$ cat src/rtl/dtmf_pkg.sv
`timescale 1ns / 1ps
// ----------------------------------------------------------------------------
// dtmf_pkg
// Shared types, gains and the sine table builder for the DTMF tone sender.
// ----------------------------------------------------------------------------
package dtmf_pkg;

  // Command from the front end to the back end.
  typedef struct packed {
    logic       kind;   // 1 = push, 0 = sample tick
    logic       ok;     // push code is a DTMF character
    logic [3:0] digit;  // row*4 + column
  } cmd_t;

  // One result transaction.
  typedef struct packed {
    logic              accepted;
    logic              busy;
    logic              tone_on;
    logic signed [15:0] sample;
  } res_t;

  localparam logic KindTick = 1'b0;
  localparam logic KindPush = 1'b1;

  localparam logic [0:0] RegOnSamples  = 1'b0;
  localparam logic [0:0] RegOffSamples = 1'b1;

  localparam logic signed [15:0] RowGain = 16'sd10813;  // 0.33 in Q15
  localparam logic signed [15:0] ColGain = 16'sd13613;  // 0.33 * twist

  localparam longint unsigned HalfPiQ30 = 64'd1686629713;

  // ASCII to digit index; ok is low for anything that is not a DTMF key.
  function automatic cmd_t classify(input logic kind, input logic [7:0] code);
    cmd_t c;
    c.kind  = kind;
    c.ok    = 1'b1;
    c.digit = 4'd0;
    case (code)
      "1":      c.digit = 4'd0;
      "2":      c.digit = 4'd1;
      "3":      c.digit = 4'd2;
      "A", "a": c.digit = 4'd3;
      "4":      c.digit = 4'd4;
      "5":      c.digit = 4'd5;
      "6":      c.digit = 4'd6;
      "B", "b": c.digit = 4'd7;
      "7":      c.digit = 4'd8;
      "8":      c.digit = 4'd9;
      "9":      c.digit = 4'd10;
      "C", "c": c.digit = 4'd11;
      "*":      c.digit = 4'd12;
      "0":      c.digit = 4'd13;
      "#":      c.digit = 4'd14;
      "D", "d": c.digit = 4'd15;
      default:  c.ok = 1'b0;
    endcase
    return c;
  endfunction

  // Q2.30 sine entry i of a 2**lg point table, quadrant folded Taylor series.
  // Evaluated only at elaboration.
  function automatic logic signed [31:0] sine_entry(input int unsigned i,
                                                   input int unsigned lg);
    longint unsigned t, r, x, x2, term, prod;
    longint          sum;
    int unsigned     quad;
    t    = longint'(i) << (32 - lg);
    quad = int'((t >> 30) & 64'd3);
    r    = t & 64'h3FFF_FFFF;
    if (quad[0]) begin
      r = 64'h4000_0000 - r;
    end
    x    = (r * HalfPiQ30) >> 30;
    x2   = (x * x) >> 30;
    sum  = longint'(x);
    term = x;
    for (int k = 1; k <= 6; k++) begin
      prod = (term * x2) >> 30;
      case (k)
        1:       term = prod / 6;
        2:       term = prod / 20;
        3:       term = prod / 42;
        4:       term = prod / 72;
        5:       term = prod / 110;
        default: term = prod / 156;
      endcase
      if (k % 2 == 1) sum = sum - longint'(term);
      else            sum = sum + longint'(term);
    end
    if (sum < 0) sum = 0;
    if (sum > 64'sh4000_0000) sum = 64'sh4000_0000;
    return (quad >= 2) ? 32'(-sum) : 32'(sum);
  endfunction

endpackage

$ cat src/rtl/dtmf_front.sv
`timescale 1ns / 1ps
// ----------------------------------------------------------------------------
// dtmf_front
// Accepts input transactions, classifies the key code, two-entry command queue.
// ----------------------------------------------------------------------------
module dtmf_front (
  input  logic                 clk_i,
  input  logic                 rst_ni,
  input  logic                 in_valid_i,
  output logic                 in_ready_o,
  input  logic                 kind_i,
  input  logic [7:0]           code_i,
  output logic                 cmd_valid_o,
  input  logic                 cmd_ready_i,
  output dtmf_pkg::cmd_t       cmd_o
);

  dtmf_pkg::cmd_t slot_q [2];
  logic           wr_ptr_q, rd_ptr_q;
  logic [1:0]     fill_q;
  logic           push, pop;

  assign in_ready_o  = (fill_q != 2'd2);
  assign cmd_valid_o = (fill_q != 2'd0);
  assign cmd_o       = slot_q[rd_ptr_q];
  assign push        = in_valid_i & in_ready_o;
  assign pop         = cmd_valid_o & cmd_ready_i;

  always_ff @(posedge clk_i) begin
    if (push) begin
      slot_q[wr_ptr_q] <= dtmf_pkg::classify(kind_i, code_i);
    end
  end

  always_ff @(posedge clk_i or negedge rst_ni) begin
    if (!rst_ni) begin
      wr_ptr_q <= 1'b0;
      rd_ptr_q <= 1'b0;
      fill_q   <= 2'd0;
    end else begin
      if (push) wr_ptr_q <= ~wr_ptr_q;
      if (pop)  rd_ptr_q <= ~rd_ptr_q;
      case ({push, pop})
        2'b10:   fill_q <= fill_q + 2'd1;
        2'b01:   fill_q <= fill_q - 2'd1;
        default: fill_q <= fill_q;
      endcase
    end
  end

endmodule

$ cat config.mk
export PLATFORM = sky130hd
export DESIGN_NAME = dtmf_front
export DESIGN_NICKNAME = d
export VERILOG_FILES = /design/src/rtl/dtmf_pkg.sv /design/src/rtl/dtmf_front.sv
export SDC_FILE = /design/constraint.sdc
export NUM_CORES = 1
export LEC_CHECK = 0
export ABC_AREA = 1
export BUFFER_PORTS_ARGS = -buffer_cell sky130_fd_sc_hd__buf_2
export CORE_ASPECT_RATIO = 0.6
export CORE_MARGIN = 2
export CORE_UTILIZATION = 40
export CTS_CLUSTER_SIZE = 25
export DETAILED_ROUTE_END_ITERATION = 8
export PLACE_DENSITY = 0.74
export SLEW_MARGIN = 30
export SYNTH_ARGS = -nofsm -noshare
export SYNTH_HDL_FRONTEND = slang
export SYNTH_SLANG_ARGS = --single-unit
$ cat constraint.sdc
create_clock -name clk_i -period 1.55 [get_ports clk_i]
set_input_delay 0.465 -clock clk_i [delete_from_list [all_inputs] [get_ports clk_i]]
set_output_delay 0.465 -clock clk_i [all_outputs]
set_load 0.005 [all_outputs]
Word-level counts from Yosys, hierarchy flattened. Memory sizes are Yosys's and may differ from the RTL's. Cells that the tools add are included. W data, S select, Z words.

Bits in registers: 4. Latch bits: 0. Bits in writable memories: 12. Memory bits (read-only): 0. Memories: 1.

Memories: slot_q (depth 2, width 6, read ports 1, clocked after Yosys merged registers in 0, write ports 1, RTL line dtmf_front.sv:18) `dtmf_pkg::cmd_t slot_q [2];`.

Add/sub/neg operators: 2. $mul: 0. Div/mod/pow operators: 0. Order comparisons: 0. Equality and inequality tests: 23. Shift-type cells: 0. Multiplexer cells: 7. Bitwise gates (word level): 4. Reductions and logical operators: 7.

Operator list (count): $eq A8 B6 Y1 const B (12); $eq A8 B7 Y1 const B (8); $pmux W4 S15 (1); $reduce_or A20 Y1 (1); $reduce_or A2 Y1 (4); $mux W1 (4); $mux W4 (1); $pmux W2 S2 (1); $reduce_bool A2 Y1 (2); $add A2 B1 Y2 const B (1); $and A1 B1 Y1 (2); $eq A2 B1 Y1 const B (1); $eq A2 B2 Y1 const B (1); $ne A2 B2 Y1 const B (1); $not A1 Y1 (2); $sub A2 B1 Y2 const B (1).

Logic depth before layout (Yosys ltp). Gate-level depths: netlist (run 1).

Depth after elaboration: 4. Depth in mapped cells: 8.

Least setup slack after synthesis (run 1). No wires, ideal clock.

Path kind: flip-flop to flip-flop. Start point: register fill_q[0]. End point: register fill_q[1]. Setup time: 0.131 ns. Data arrival time: 1.281 ns. Required time: 1.419 ns. Path slack: 0.138 ns. Stages on the path, launching flop included: 9. Buffers on the path: 0. Clock period less this slack: 1.412 ns. Path through: dfrtp_1 inv_1 nand2_1 nand2_1 inv_1 ha_1 a21oi_1 o21ai_0 xor2_1.

Longest elaborated chain between the ends: 4.

RTL lines: from (decl) (RTL line dtmf_front.sv:20) `logic [1:0] fill_q;`; from (signal assigned) (RTL line dtmf_front.sv:44) `2'b10: fill_q <= fill_q + 2'd1;`; from (signal assigned) (RTL line dtmf_front.sv:45) `2'b01: fill_q <= fill_q - 2'd1;`; from (signal assigned) (RTL line dtmf_front.sv:46) `default: fill_q <= fill_q;`; $reduce_bool A2 Y1 * (RTL line dtmf_front.sv:24) `assign cmd_valid_o = (fill_q != 2'd0);`; via cmd_valid_o (RTL line dtmf_front.sv:13) `output logic cmd_valid_o,`; $and A1 B1 Y1 * (RTL line dtmf_front.sv:27) `assign pop = cmd_valid_o & cmd_ready_i;`; via pop (RTL line dtmf_front.sv:21) `logic push, pop;`; $eq A2 B1 Y1 or $eq A2 B2 Y1 (tied branches) (RTL line dtmf_front.sv:43) `case ({push, pop})`; $pmux W2 S2 or $reduce_bool A2 Y1 (tied branches).

Mark *: on every way through the listed nets, which the timed path passes. The rest lies on a longest branch. A chain may end at the register's enable or synchronous reset.

Worst setup path after layout (run 1).
Start point: register fill_q[0]. End point: register fill_q[1].

Longest elaborated chain between the ends: 4.

RTL lines (RTL line): $reduce_bool A2 Y1 * (dtmf_front.sv:24); $and A1 B1 Y1 * (dtmf_front.sv:27); via pop (dtmf_front.sv:21); $eq A2 B1 Y1 or $eq A2 B2 Y1 (tied branches) (dtmf_front.sv:43); $pmux W2 S2 or $reduce_bool A2 Y1 (tied branches).

Marked as above.

==> impl_summary.md, run 1 <==
Layout
The library cell used most frequently in the layout, excluding fill and tap cells, is sky130_fd_sc_hd__nand2_1. The fraction of final layout cells with drive strength greater than 1 is between 20% and 30%. The antenna cell count is 0. In the layout the commonest cells are sky130_fd_sc_hd__nand2_1 (48), sky130_fd_sc_hd__nor2_1 (29), sky130_fd_sc_hd__buf_2 (20).

Relative to the synthesized area, the layout overhead comes to 25.17%. The post-layout net count is between 150 and 200. The finished cells cover 1182 um^2. The number of fill cells is about 210.

Synth
The number of instances in the synthesized netlist is around 130. Dividing the synthesized area by the synthesized cell count gives around 7 um^2. Sequential elements use between 40% and 50% of the synthesized area. The number of different library cells used by synthesis comes to 16. The total nets after synthesis is roughly 150. The cell area after synthesis is 944.7 um^2. The Yosys step of the flow raised 0 warnings. In this run, synthesis produced a sequential element count of 16.

STA
Setup slack on the critical path of the routed design comes to about 70 ps. The peak clock frequency supported by timing is 0.6756 GHz. After layout, the worst path uses between 90% and 100% of the clock period.

The setup-violating endpoint count in the final report is 0. The maximum clock skew at final layout is between 4 and 5 ps. The max-slew violation total from the final report came to 0. The smallest clock period supported by the final layout is computed as approximately 1500 ps. The worst slew margin relative to its limit is between 70% and 80%. At the pin with the least slew margin, the transition time is 318.9 ps. The number of failing hold endpoints at the final stage is 0.

The post-route setup TNS is 0 ps.

Clock network
The post-cts hold buffer count is 0. CTS saw 16 sinks. The clock-pin slew of the registers on the worst-case setup and hold paths is around 60 ps. TritonCTS built the clock tree. The number of H-tree branching levels is 1. The longest clock path from root to sink contains 2 buffers. The clock insertion delay at the later pin of the skew report is around 250 ps. Clock tree synthesis inserted a total of 3 buffers. The tree is rooted in a sky130_fd_sc_hd__clkbuf_8.

Worst setup path
STA classifies the critical path startpoint as a flip-flop. Setup slack on the worst reg-to-reg path comes out at approximately 70 ps. The largest fanout on the critical path is 3. The timing startpoint of the critical path is fill_q[0]. The classification of the worst setup path is reg -> reg. The arrival time reported for the critical path endpoint is ~1600 ps. The timing endpoint of the critical path is fill_q[1]. The endpoint identified for the worst register-to-register timing path is fill_q[1]. The worst register-to-register path begins at fill_q[0].

The worst setup path is captured at a flip-flop. For the worst flop-to-flop path, the logic depth is 8. The required time at the endpoint of the critical path is roughly 1700 ps.

Placement
Buffers placed on the I/O ports in this run total 20. Routability-driven placement finished with a final weighted congestion of a little under 0.9. The half-perimeter wire length after placement is about 1500 um.

The setup slack at placement is -24.00 ps. The placement-stage cell area is ~1100 um^2.

Global route
Across every metal layer, demand over resource in global routing totals 15.59%. The largest net degree at the start of global routing is 10. The wire length of the first global-routing pass is 3249 um.

The via count of the first global-routing pass is slightly below 800. Summed over all layers, the global routing overflow is 0. The initial antenna violation count is 0.

Power and ir drop
The worst-case vdd ir drop is 569.2 uV. In this run the static leakage power is between 0.6 and 0.7 nW. The design draws roughly 0.0016 W. The power density of the placed cells is ~1400 nW/um^2.

Floorplan
The standard cell core area is approximately 2200 um^2. The die is 66.74 um wide. The height of the die is ~42 um. Once the floorplan was initialized, standard cells occupied 43.02% of the core.

The die covers roughly 2800 um^2. The number of placement rows is 13. In this run the count of I/O pins placed on the die edge is 21.

Route
After detailed routing, the number of vias per cell comes to between 4 and 5. After detailed routing, the number of remaining DRC violations is 0. The first routing iteration left 38 violations. The routed wirelength normalized by instance count is ~10 um. The first detailed-routing pass ran for 5 iterations. The total wire length after detailed routing is a little under 2000 um.

The count of nets left with antenna violations once routing finished came out at 0. The routed layout has around 890 vias.

Hold path
The worst hold-check path type is in -> async.

Status
The flow ran to the end, and the final reports show no timing, DRC or antenna violations.

Job
Across the run, the number of max-cap violations was 0.
[cells by family (layout without fill, tap and decap cells)]
| kind of cell | Yosys count | in the layout | share of synthesized area, % |
|---|---|---|---|
| buffers and inverters | 16 | 45 | 6.357 |
| DFF | 16 | 16 | 48.74 |
| xor gates and xnor gates | 3 | 3 | 2.782 |
| AOI/OAI and AO/OA | 4 | 4 | 2.119 |
| adders and majority gates | 1 | 1 | 1.324 |
| and+or+nand+nor | 92 | 92 | 38.68 |
[sequential cells by signal (all words and copies together) (netlist names)]
register / cells
rd_ptr_q: 1
fill_q: 2
slot_q: 12
wr_ptr_q: 1
[Yosys cell counts]
| master | instances | share of area, % |
|---|---|---|
| sky130_fd_sc_hd__nand2_2 | 1 | 0.66 |
| sky130_fd_sc_hd__a21oi_1 | 2 | 1.1 |
| sky130_fd_sc_hd__nor2_2 | 2 | 1.3 |
| sky130_fd_sc_hd__dfrtp_1 | 4 | 11 |
| sky130_fd_sc_hd__inv_2 | 1 | 0.40 |
| sky130_fd_sc_hd__nand2_1 | 52 | 21 |
| sky130_fd_sc_hd__xor2_1 | 2 | 1.9 |
| sky130_fd_sc_hd__xnor2_1 | 1 | 0.93 |
| sky130_fd_sc_hd__or2_1 | 1 | 0.66 |
| sky130_fd_sc_hd__inv_1 | 15 | 6.0 |
| sky130_fd_sc_hd__nand4_1 | 1 | 0.66 |
| sky130_fd_sc_hd__edfxtp_1 | 12 | 38 |
| sky130_fd_sc_hd__o21ai_0 | 2 | 1.1 |
| sky130_fd_sc_hd__nand3_1 | 6 | 3.2 |
| sky130_fd_sc_hd__ha_1 | 1 | 1.3 |
| sky130_fd_sc_hd__nor2_1 | 29 | 12 |
[worst max-delay path, cell delays in order (launching register included)]
cell and delay (ps):
sky130_fd_sc_hd__dfrtp_1 390, sky130_fd_sc_hd__inv_1 80, sky130_fd_sc_hd__nand2_1 70, sky130_fd_sc_hd__nand2_2 80, sky130_fd_sc_hd__inv_1 50, sky130_fd_sc_hd__ha_1 320
sky130_fd_sc_hd__a21oi_2 120, sky130_fd_sc_hd__o21ai_1 100, sky130_fd_sc_hd__xor2_1 150
[power breakdown]
part | switching [W] | internal, W | total (W) | leakage [nW]
registers | 0.0000547 | 0.000603 | 0.000658 | 0.161
logic | 0.000380 | 0.000299 | 0.000680 | 0.434
clock network | 0.000133 | 0.000175 | 0.000308 | 0.0231
[metrics by stage]
stage | instances | hold WS [ps] | utilization [%]
6_report | 191 | 13.34 | 53.85
3_5_place_dp | 185 | 278.5 | 50.31
4_1_cts | 189 | 16.00 | 52.36
3_3_place_gp | 185 | 276.8 | 50.31
5_1_grt | 191 | 15.13 | 53.85
2_1_floorplan | 132 | 169.4 | -
[area by class of cell]
| class | instances | area (um^2) | share of cell area [%] |
|---|---|---|---|
| Clock buffer | 3 | 41.29 | 3.492 |
| Timing Repair Buffer | 25 | 141.4 | 11.96 |
| Tap cell | 30 | 37.54 | 3.175 |
| Multi-Input combinational cell | 100 | 437.9 | 37.04 |
| Clock inverter | 1 | 3.754 | 0.3175 |
| Inverter | 16 | 60.06 | 5.079 |
| Sequential cell | 16 | 460.4 | 38.94 |
[worst min-delay path by stage]
stage | endpoint | cells past startpoint | start
after floorplan | fill_q[0] | 0 | rst_ni
after global placement | rd_ptr_q | 1 | rst_ni
after detailed placement | rd_ptr_q | 1 | rst_ni
after CTS | rd_ptr_q | 1 | rst_ni
after global routing | rd_ptr_q | 1 | rst_ni
final | fill_q[1] | 1 | rst_ni
[metal layers]
layer | vias to the layer above | share of wire (%) | global-route usage [%]
li1 | 465 | - | -
met5 | - | 0 | 0
met2 | 29 | 48 | 25.80
met3 | 4 | 4.7 | 5.420
met4 | 0 | 1.1 | 3.265
met1 | 396 | 46 | 19.82
[what timing repair did]
item	4_1_cts	5_1_grt
pin swaps	0	1
setup buffers	0	2
cloned	0	0
setup endpoints to repair	1	2
gates resized for setup	1	7
Note: power is estimated with default switching activity, not from simulation.
==> run 2: changes to the inputs <==
Settings changed: PLACE_DENSITY 0.74 to 0.67, REMOVE_ABC_BUFFERS set to 1.
==> impl_summary.md, run 2 (synthesis gave the netlist of run 1 again) <==
Status
The flow ran to the end, and the final reports show no timing, DRC or antenna violations.

Clock network
Clock latency on the worst-skew pair, taken at its later pin, is about 250 ps. The cell sitting at the root of the clock tree is a sky130_fd_sc_hd__clkbuf_8. The number of H-tree branching levels is 1. The clock-pin slew of the registers on the worst-case setup and hold paths is 60 ps. For this design, the CTS-stage hold fixing added 0 buffers. The TritonCTS clock tree is done.

The total CTS buffers is 3. Clock tree synthesis found a total of 16 sinks. The longest clock path from root to sink contains 2 buffers.

Layout
The post-layout net count is roughly 180. The library cell used most frequently in the layout, excluding fill and tap cells, is sky130_fd_sc_hd__nand2_1. The register with the most flip-flops in the final layout is slot_q. In the final layout, the share of cells above drive strength 1 is around a quarter. In the layout the commonest cells are sky130_fd_sc_hd__nand2_1 (49), sky130_fd_sc_hd__nor2_1 (29), sky130_fd_sc_hd__buf_2 (20). The utilization of the core after routing is between 50 and 60%. The largest registers in the layout are slot_q x12, fill_q x2. The number of fill cells is 200. The synthesis-to-layout area growth is 27.02%. The antenna cell count is 0. The flip-flop count of the largest register, all copies and words added is 12.

Route
Once detail routing completed, the nets flagged for antenna violations numbered 0. The total wire length after detailed routing is 1895 um. For this block, the initial DRC count from the detailed router was 37. In the final routed layout, each cell accounts on average for between 9 and 10 um. In the routed layout, each cell is associated on average with a via count of ~4.4. After detailed routing, the number of remaining DRC violations is 0.

For this block, the via count after detailed routing is approximately 850. The detailed-router iteration count before antenna repair is 4.

Worst setup path
The largest single stage delay on the critical path is between 400 and 500 ps. STA puts the critical path data arrival time at between 1000 and 1500 ps. The critical path goes through inv_2 > nand2_2 > buf_4 > buf_2. The slowest stage of the critical path belongs to the cell sky130_fd_sc_hd__dfrtp_1. The critical path is of the reg -> out type. STA classifies the critical path endpoint as an output port. STA classifies the critical path startpoint as a flip-flop.

The required time at the endpoint of the critical path is approximately 1100 ps. The setup check on the worst reg-to-reg path leaves a slack of 140 ps. Of all nets on the critical path, the largest fanout is 4.

Floorplan
The die is approximately 42 um tall. The standard cell core area is 2196 um^2. Pin placement for this block handled 21 I/O pins.

In this run the core area contains 13 standard-cell rows. The floorplan die area is approximately 2800 um^2. In this run the horizontal extent of the chip is ~67 um. The initial standard-cell utilization of the core is between 40% and 50%.

Power and ir drop
The power density of the placed cells is 1404 nW/um^2. The worst-case vdd ir drop is roughly 800 uV. After layout, the design draws a total of 0.001685 W.

The analysis attributes to cell leakage a power of approximately 0.62 nW.

STA
The peak clock frequency supported by timing is 0.6572 GHz. The number of failing hold endpoints at the final stage is 0. The final worst-path cycle share is 98.17%. At the pin with the least slew margin, the transition time is around 330 ps.

The max-slew violation total from the final report is 0. The worst pin sits at a relative slew slack of roughly four fifths. On the final layout, the worst clock skew is 2.522 ps. The final critical path time including I/O delays and setup is 1522 ps.

Setup violations remaining at the end of the flow were counted as 0.

Global route
Entering global routing, the biggest net connects 10 pins. The via count of the first global-routing pass is between 700 and 800. The wire length of the first global-routing pass is about 3100 um. Global routing consumed, over all layers together, between 10% and 20% of the routing resources. The initial antenna violation count was 0. Summed over all layers, the global routing overflow is 0.

Placement
Port buffering added 20 buffers. The half-perimeter wire length after placement is ~1500 um. The last weighted congestion value of the routability-driven placer is ~0.81.

Hold path
The worst hold-check path type is in -> async.

Job
The number of maximum-capacitance constraint violations is 0.
==> run 2: layout make-up <==
class	count	area, um^2	share of cell area (%)
Inverter	16	60.06	5.005
Sequential cell	16	460.4	38.37
Clock inverter	1	3.754	0.3128
Tap cell	30	37.54	3.128
Timing Repair Buffer	26	148.9	12.41
Clock buffer	3	41.29	3.441
Multi-Input combinational cell	100	447.9	37.33
==> run 2: critical path, delay by kind of cell, from the launching register on <==
family	cells	cell delay, ps
simple gates	1	50
flops	1	420
buf+inv	3	330
==> run 2: report_power, final <==
group	internal [W]	total (W)	leakage, nW	switching [W]
combinational	0.000331	0.000708	0.438	0.000377
clock	0.000176	0.000312	0.0231	0.000136
sequential	0.000603	0.000665	0.161	0.0000619
total	0.00111	0.00168	0.622	0.000575
==> run 2: stage by stage <==
step / hold WS [ps] / cell area, um^2 / std cells / worst slack, ps / setup TNS [ps]
2_1_floorplan: 169.4 / 944.7 / 132 / 138.3 / 0
3_3_place_gp: 278.5 / 1112 / 186 / 26.07 / 0
3_5_place_dp: 278.9 / 1112 / 186 / -55.45 / -126.3
4_1_cts: 7.715 / 1157 / 190 / 10.31 / 0
5_1_grt: 9.876 / 1200 / 192 / -3.990 / -3.990
6_report: 10.17 / 1200 / 192 / 28.32 / 0
==> run 2: worst paths after layout <==
path	start	to	cells past startpoint
setup / recovery	fill_q[0]	in_ready_o	4
hold / removal	rst_ni	fill_q[0]	1
setup reg to reg	fill_q[0]	fill_q[1]	8
hold reg to reg	wr_ptr_q	wr_ptr_q	2
max in group asynchronous	rst_ni	fill_q[1]	1
min in group clk_i	kind_i	slot_q[0][5]	1
==> run 2: what timing repair did <==
item                                    CTS  global route
resized for setup                         1             8
setup buffers                             0             2
pin swaps                                 0             0
endpoints found under the setup margin    1             3
==> run 2: layer usage <==
layer	GRT usage [%]	vias to the layer above	part of all wire (%)
li1	-	469	-
met1	19.96	368	51
met2	23.20	13	43
met3	5.691	4	4.5
met4	4.898	0	1.2
met5	0	-	0
